### src/rtl/core/ao0fm_pkg.sv
// Shared types and constants for the adaptive order-zero frequency model.
// Used by ao0fm_div and adaptive_order0_freq_model_top; no dependencies.
package ao0fm_pkg;

    localparam int CODER_W    = 32;
    localparam int SYM_W      = 9;
    localparam int FREQ_CFG_W = 16;
    localparam int CFG_ADDR_W = 2;
    localparam int CFG_DATA_W = 16;
    localparam int GUARD_W    = 6;
    localparam int HALVE_GUARD = 40;

    // command codes
    localparam logic [1:0] CMD_ENCODE     = 2'd0;
    localparam logic [1:0] CMD_DECODE     = 2'd1;
    localparam logic [1:0] CMD_ENCODE_EOF = 2'd2;
    localparam logic [1:0] CMD_REINIT     = 2'd3;

    // status codes
    localparam logic [1:0] STATUS_OK  = 2'd0;
    localparam logic [1:0] STATUS_NEW = 2'd1;
    localparam logic [1:0] STATUS_EOF = 2'd2;
    localparam logic [1:0] STATUS_ERR = 2'd3;

    // configuration register indexes
    localparam logic [CFG_ADDR_W-1:0] CFG_EOF_FREQ    = 2'd0;
    localparam logic [CFG_ADDR_W-1:0] CFG_ESCAPE_FREQ = 2'd1;
    localparam logic [CFG_ADDR_W-1:0] CFG_INIT_SYMS   = 2'd2;
    localparam logic [CFG_ADDR_W-1:0] CFG_INIT_FREQ   = 2'd3;

    typedef struct packed {
        logic [1:0]         cmd;
        logic [SYM_W-1:0]   symbol;
        logic               use_subrange;
        logic [SYM_W-1:0]   range_first;
        logic [SYM_W-1:0]   range_last;
        logic [CODER_W-1:0] coder_low;
        logic [CODER_W-1:0] coder_range;
        logic [CODER_W-1:0] coder_value;
    } in_t;

    typedef struct packed {
        logic [CODER_W-1:0] new_low;
        logic               low_carry;
        logic [CODER_W-1:0] new_range;
        logic [SYM_W-1:0]   symbol_out;
        logic [1:0]         status;
    } out_t;

    typedef enum logic [4:0] {
        ST_IDLE,
        ST_DISPATCH,
        ST_RD_HI,
        ST_BASE,
        ST_RD_BASE,
        ST_TOT,
        ST_DIV_T,
        ST_DIV_Q,
        ST_SEARCH,
        ST_SEARCH_CMP,
        ST_NAR,
        ST_NAR_CUR,
        ST_NAR_BELOW,
        ST_MUL_LOW,
        ST_MUL_RANGE,
        ST_POST,
        ST_SWEEP,
        ST_SWEEP_END,
        ST_INSTALL,
        ST_BLD_START,
        ST_BLD_STEP,
        ST_BLD_CHK,
        ST_FINISH
    } state_t;

endpackage

### src/rtl/core/ao0fm_div.sv
// Radix-2 restoring divider, one quotient bit per cycle.
// Depends on ao0fm_pkg for the coder word width.
module ao0fm_div (
    input  logic                           clk,
    input  logic                           rst_n,
    input  logic                           start,
    input  logic [ao0fm_pkg::CODER_W-1:0]  dividend,
    input  logic [ao0fm_pkg::CODER_W-1:0]  divisor,
    output logic [ao0fm_pkg::CODER_W-1:0]  quotient,
    output logic                           done
);

    localparam int W  = ao0fm_pkg::CODER_W;
    localparam int NW = $clog2(W + 1);

    logic          busy_reg, busy_next;
    logic          done_reg, done_next;
    logic [NW-1:0] cnt_reg, cnt_next;
    logic [W-1:0]  rem_reg, rem_next;
    logic [W-1:0]  quo_reg, quo_next;
    logic [W-1:0]  divr_reg, divr_next;
    logic [W:0]    shifted;
    logic [W+1:0]  diff;

    // one shift-subtract step per cycle
    always_comb
    begin
        busy_next = busy_reg;
        done_next = 1'b0;
        cnt_next  = cnt_reg;
        rem_next  = rem_reg;
        quo_next  = quo_reg;
        divr_next = divr_reg;
        shifted   = {rem_reg, quo_reg[W-1]};
        diff      = {1'b0, shifted} - {2'b00, divr_reg};
        if (start)
        begin
            busy_next = 1'b1;
            cnt_next  = NW'(W);
            rem_next  = '0;
            quo_next  = dividend;
            divr_next = divisor;
        end
        else if (busy_reg)
        begin
            rem_next = diff[W+1] ? shifted[W-1:0] : diff[W-1:0];
            quo_next = {quo_reg[W-2:0], ~diff[W+1]};
            cnt_next = cnt_reg - NW'(1);
            if (cnt_reg == NW'(1))
            begin
                busy_next = 1'b0;
                done_next = 1'b1;
            end
        end
    end

    always_ff @(posedge clk or negedge rst_n)
    begin
        if (!rst_n)
        begin
            busy_reg <= 1'b0;
            done_reg <= 1'b0;
            cnt_reg  <= '0;
            rem_reg  <= '0;
            quo_reg  <= '0;
            divr_reg <= '0;
        end
        else
        begin
            busy_reg <= busy_next;
            done_reg <= done_next;
            cnt_reg  <= cnt_next;
            rem_reg  <= rem_next;
            quo_reg  <= quo_next;
            divr_reg <= divr_next;
        end
    end

    assign quotient = quo_reg;
    assign done     = done_reg;

endmodule

### config.mk
export PLATFORM = sky130hd
export DESIGN_NAME = ao0fm_div
export DESIGN_NICKNAME = d
export VERILOG_FILES = /design/src/rtl/core/ao0fm_pkg.sv /design/src/rtl/core/ao0fm_div.sv
export SDC_FILE = /design/constraint.sdc
export NUM_CORES = 1
export LEC_CHECK = 0
export ABC_AREA = 1
export BUFFER_PORTS_ARGS = -buffer_cell sky130_fd_sc_hd__buf_2
export CAP_MARGIN = 20
export CELL_PAD_IN_SITES_DETAIL_PLACEMENT = 0
export CELL_PAD_IN_SITES_GLOBAL_PLACEMENT = 1
export CORE_AREA = 2 2 141 143
export CTS_CLUSTER_SIZE = 16
export DETAILED_ROUTE_END_ITERATION = 16
export DIE_AREA = 0 0 143 145
export GPL_TIMING_DRIVEN = 0
export HOLD_SLACK_MARGIN = 0.02
export PLACE_DENSITY = 0.8
export SLEW_MARGIN = 20
export SYNTH_ARGS = -nofsm -noshare
export SYNTH_HDL_FRONTEND = slang
export SYNTH_SLANG_ARGS = --single-unit
### constraint.sdc
create_clock -name clk -period 1.78 [get_ports clk]
set_input_delay 0.356 -clock clk [delete_from_list [all_inputs] [get_ports clk]]
set_output_delay 0.356 -clock clk [all_outputs]
set_load 0.02 [all_outputs]
==> out/results.tsv, run 1 <==
metric	value	unit
status	finished, violations left	
violations	negative setup slack	
drive_gt1_frac	0.306	
cp.arrival	2.34	ns
finalSetupTns	-8.46	ns
synth_ff_type	dfrtp_1	
dp_cells	1431	
drt_iter0_markers	426	
synth.ff_latch_count	104	
clkLatencyLatePin	0.37	ns
timing.hold.ws	0.192	ns
path_max_fanout	7	
start_util	0.373	
clockRootBuffer	clkbuf_16	
drv_cap	0	
p_leak	5.37	nW
end_kind	flip-flop	
synth-warning-count	0	
num_vias	7246	
fp.dieW	143	um
critical_path_class	reg -> reg	
final_cells	1517	
post-synth-top-area-cell	dfrtp_1	
fp.coreArea	0.0192	sq mm
synth-edff-count	0	
pre_cts_ws	-0.702	ns
dieArea	0.0207	sq mm
antenna_found_initial	1	
synth.net_count	1169	
p_per_area	1480	mW/mm^2
drc	0	
yosys-top-cells-count	nand2_1 (406), inv_1 (203), dfrtp_1 (104)	
maxSlewHeadroom	0.480	
utilization	0.516	
worst_pin_slew	0.780	ns
numCtsBuffers	9	
setup_viol	33	
viasPerCell	4.78	
wirelength	23.5	mm
hold_viol	0	
synth_async_sr_flop_share	1.00	
gp_congestion	0.920	
synth_area_leaders	dfrtp_1 (36%), nand2_1 (21%), inv_1 (11%)	
synth_cells	1067	
yosysSeqAreaShare	0.363	
grt.overflow.total	0	
htree_levels	3	
syn_area_per_cell	6.71	sq um
start_kind	flip-flop	
cts.sinks	104	
yosysMostFrequentCell	nand2_1	
tritoncts	built	
clk_pin_slew	0.09	ns
setup_slack	-0.310	ns
syn_to_final_growth	38.5	%
ys_types	36	
hold_path_class	in -> reg	
dieHeight	145	um
io_pins	100	
post-route-period-util	1.17	
layout.nets	1349	
clock_path_buffers	2	
antenna_cells	0	
num_rows	51	
grt_pass1_wl	36.8	mm
ir_drop	0.656	mV
rsz0062_at_grt	true	
drv_slew	0	
final_antenna_net_count	0	
clock_skew	0.0110	ns
yosysTopAreaCellShare	0.363	
hpwl	17.4	mm
grt_max_degree	79	
grt_pass1_vias	7111	
fin_crit	2.09	ns
wl_per_cell	15.5	um
first_pass_iters	5	
syn_area	0.00716	sq mm
clock.fmax	0.478	GHz
grtUsageTotal	0.228	
portBuffers	98	
worst_ep_required_time	2.03	ns
[layout by cell type (no fill, tap or decap), types with 4 or more instances in the layout]
cell / instances
o221ai_1: 28
xor2_1: 10
inv_2: 31
nand3b_1: 9
buf_12: 7
o21ai_1: 7
ha_1: 4
xnor2_1: 4
nor2_2: 14
buf_2: 100
dfrtp_2: 4
clkbuf_1: 16
nor3_1: 6
clkbuf_16: 11
nand2_4: 17
nor2_1: 30
dfrtp_1: 100
buf_4: 59
buf_6: 7
nor2_4: 4
a21oi_1: 17
o21ai_0: 39
nand2_1: 348
ha_4: 30
nand3_2: 19
nand2_2: 48
nand4_1: 9
inv_1: 174
nand3_1: 54
a21oi_2: 4
nand3_4: 5
[worst max-delay path, stage by stage, from the launching register on]
cell	delay (ns)
dfrtp_1	0.37
inv_2	0.08
ha_4	0.23
nand2_2	0.06
nand2_2	0.07
nand2_2	0.07
nand3_2	0.08
a21oi_2	0.17
nor2_2	0.08
nor2_4	0.14
buf_6	0.13
nand2_8	0.09
buf_6	0.14
nand2_8	0.09
buf_12	0.12
nand2_2	0.04
[cells by family after synthesis]
group | after synthesis | share of synthesized area
AOI/OAI and AO/OA | 105 | 0.0914
xor gates and xnor gates | 14 | 0.0171
adders and majority gates | 35 | 0.0622
buffers and inverters | 237 | 0.134
DFF | 104 | 0.363
and+or+nand+nor | 572 | 0.332
[power by group]
| part | switching (W) | internal (W) |
|---|---|---|
| sequential | 0.000399 | 0.00282 |
| combinational | 0.00532 | 0.00404 |
| clock | 0.00106 | 0.00101 |
[cell type report]
type	count	area, sq um
plain buffers	32	262
clock buffers	9	225
well taps	265	332
repair buffers	169	1160
flip-flops and latches	104	2610
inverters	205	769
clock inverters	7	83.8
multi-input cells	726	4480
fillers	1929	9290
[layer usage]
layer	vias to the layer above	track usage	wire [um]
met5	-	0	0
met4	0	0.0787	727
met3	39	0.0360	1130
met2	197	0.377	11100
met1	3339	0.302	10600
li1	3671	-	-
[path summary, 6_finish.rpt]
check	startpoint	to	slack [ns]	cells past startpoint
max in group asynchronous	rst_n	quotient[6]	0.66	3
min in group asynchronous	rst_n	divr_reg[7]	0.43	2
hold / removal	divisor[6]	divr_reg[6]	0.19	3
hold reg to reg	cnt_reg[4]	cnt_reg[4]	0.49	1
setup / recovery	divr_reg[22]	quotient[0]	-0.31	15
setup reg to reg	divr_reg[22]	quotient[0]	-0.31	15
[repair_timing]
action | in CTS | in global routing
setup endpoints to repair | 66 | 51
endpoints found under the hold margin | 26 | 0
buffers inserted | 43 | 22
pin swaps | 25 | 38
resized for setup | 97 | 70
hold buffers | 1 | 0
cloned | 3 | 2
[per-stage QoR]
| stage | power, W | cell area (sq um) |
|---|---|---|
| floorplan | 0.00833 | 7590 |
| global route | 0.0157 | 9920 |
| finish | 0.0146 | 9920 |
| CTS | 0.0139 | 9490 |
| detailed placement | 0.0102 | 8450 |
| global placement | 0.0101 | 8420 |
No activity file was read; power rests on OpenSTA's default activity.
==> run 2: changes to the inputs <==
--- a/config.mk
+++ b/config.mk
@@ -10,13 +10,13 @@
 export CAP_MARGIN = 20
 export CELL_PAD_IN_SITES_DETAIL_PLACEMENT = 0
 export CELL_PAD_IN_SITES_GLOBAL_PLACEMENT = 1
-export CORE_AREA = 2 2 141 143
+export CORE_AREA = 2 2 134 136
 export CTS_CLUSTER_SIZE = 16
 export DETAILED_ROUTE_END_ITERATION = 16
-export DIE_AREA = 0 0 143 145
+export DIE_AREA = 0 0 136 138
 export GPL_TIMING_DRIVEN = 0
 export HOLD_SLACK_MARGIN = 0.02
-export PLACE_DENSITY = 0.8
+export PLACE_DENSITY = 0.84
 export SLEW_MARGIN = 20
 export SYNTH_ARGS = -nofsm -noshare
 export SYNTH_HDL_FRONTEND = slang
==> constraint.sdc (replaced) <==
create_clock -name clk -period 2.2 [get_ports clk]
set_input_delay 0.44 -clock clk [delete_from_list [all_inputs] [get_ports clk]]
set_output_delay 0.44 -clock clk [all_outputs]
set_load 0.02 [all_outputs]
==> out/results.tsv, run 2 (same netlist as run 1, synthesis figures left out) <==
metric	value	unit
status	finished, final reports clean	
start_kind	flip-flop	
fp.coreArea	0.0175	sq mm
layout.nets	1296	
switchingPower	0.00474	W
dieArea	0.0188	sq mm
drive_gt1_frac	0.194	
final_antenna_net_count	0	
clock_path_buffers	2	
setup_viol	0	
grt.overflow.total	0	
drv_cap	0	
clock.fmax	0.469	GHz
clock_skew	0.0140	ns
fin_crit	2.13	ns
worst_pin_slew	0.757	ns
htree_levels	3	
grt_max_degree	73	
path_max_fanout	6	
antenna_cells	0	
finalSetupTns	0	ns
fillCellCount	1822	
pwr-share-seq	0.258	
fp.dieW	136	um
power.share.combinational	0.582	
end_kind	flip-flop	
path_cells	ha_4, nand2_1, nor2_1, nand2_1, nor3_1, nand2_1, nand3_1, nand3_1, nand2_1, nand2_1	
worst_ep_required_time	2.45	ns
start_util	0.409	
viasPerCell	4.88	
first_pass_iters	5	
antenna_found_initial	0	
hold_viol	0	
post-route-period-util	0.970	
syn_to_final_growth	25.2	%
clockRootBuffer	clkbuf_16	
p_clk_frac	0.159	
grtUsageTotal	0.233	
hpwl	16.6	mm
path_common_cell	nand2_1	
final_cells	1428	
utilization	0.511	
portBuffers	98	
p_per_area	1140	mW/mm^2
crit_path_top_delay_cell	dfrtp_1	
drt_iter0_markers	430	
gp_congestion	0.954	
dieHeight	138	um
cp.arrival	2.38	ns
tritoncts	built	
wl_per_cell	15.3	um
p_int	0.00545	W
p_total	0.0102	W
maxSlewHeadroom	0.495	
numCtsBuffers	9	
critical_path_class	reg -> reg	
clkLatencyLatePin	0.36	ns
grt_pass1_vias	6680	
num_vias	6964	
cts.sinks	104	
ir_drop	0.528	mV
slowest_delay	0.43	ns
drc	0	
rsz0062_at_grt	true	
clk_pin_slew	0.08	ns
drv_slew	0	
num_rows	49	
layout_commonest_cell	nand2_1	
timing.hold.ws	0.281	ns
grt_pass1_wl	34.2	mm
wirelength	21.8	mm
p_leak	4.94	nW
mostFrequentLayoutCells	nand2_1 (395), inv_1 (190), dfrtp_1 (103)	
io_pins	100	
swShare	0.465	
hold_path_class	in -> reg	
dp_cells	1395	
run 2: critical path, delay by kind of cell, from the launching register on:
kind / cells / cell delay (ns)
simple gates: 9 / 1.24
fa+ha+maj: 1 / 0.34
flops: 1 / 0.43
run 2: repair_timing:
action,in CTS,in global routing
pin swaps,1,9
endpoints found under the setup margin,29,63
buffers inserted,4,11
gates resized for setup,18,81
hold endpoints to repair,32,0
hold buffers,1,0
cloned,0,1
run 2: layer usage:
metal | global-route usage | wire (um) | part of all wire
met1 | 0.321 | 10300 | 0.47
met2 | 0.376 | 9980 | 0.46
met3 | 0.0392 | 1060 | 0.048
met4 | 0.0691 | 488 | 0.022
met5 | 0 | 0 | 0
run 2: metrics by stage:
stage	instance area (sq um)	setup slack, ns
finish	8970	0.0665
global route	8970	-0.0259
CTS	8410	0.00747
detailed placement	7970	-0.294
global placement	7940	-0.574
floorplan	7160	0.148
run 2: power groups by stage:
| stage | registers [W] | logic [W] | clock network (W) |
|---|---|---|---|
| after global placement | 0.00256 | 0.00503 | 0 |
| after floorplan | 0.00259 | 0.00366 | 0 |
| after CTS | 0.00255 | 0.00530 | 0.00166 |
| after global routing | 0.00268 | 0.00662 | 0.00174 |
| after detailed placement | 0.00256 | 0.00508 | 0 |
| final | 0.00263 | 0.00593 | 0.00162 |
run 2: final timing paths:
| path | cells after the start | startpoint | slack [ns] | end |
|---|---|---|---|---|
| worst max-delay path | 10 | rem_reg[22] | 0.07 | rem_reg[28] |
| worst min-delay path | 3 | dividend[27] | 0.28 | quotient[27] |
| worst max register to register | 10 | rem_reg[22] | 0.07 | rem_reg[28] |
| worst min register to register | 2 | divr_reg[0] | 0.50 | divr_reg[0] |
| max in group asynchronous | 3 | rst_n | 1.00 | quotient[0] |
| min in group asynchronous | 2 | rst_n | 0.54 | rem_reg[27] |
run 2: layout make-up:
| class | count | area (sq um) | area share |
|---|---|---|---|
| Multi-Input combinational cell | 726 | 4090 | 0.456 |
| Sequential cell | 104 | 2600 | 0.290 |
| Inverter | 205 | 769 | 0.0858 |
| Timing Repair Buffer | 116 | 684 | 0.0763 |
| Tap cell | 229 | 287 | 0.0320 |
| Buffer | 32 | 238 | 0.0265 |
| Clock buffer | 9 | 225 | 0.0251 |
| Clock inverter | 7 | 70.1 | 0.00781 |
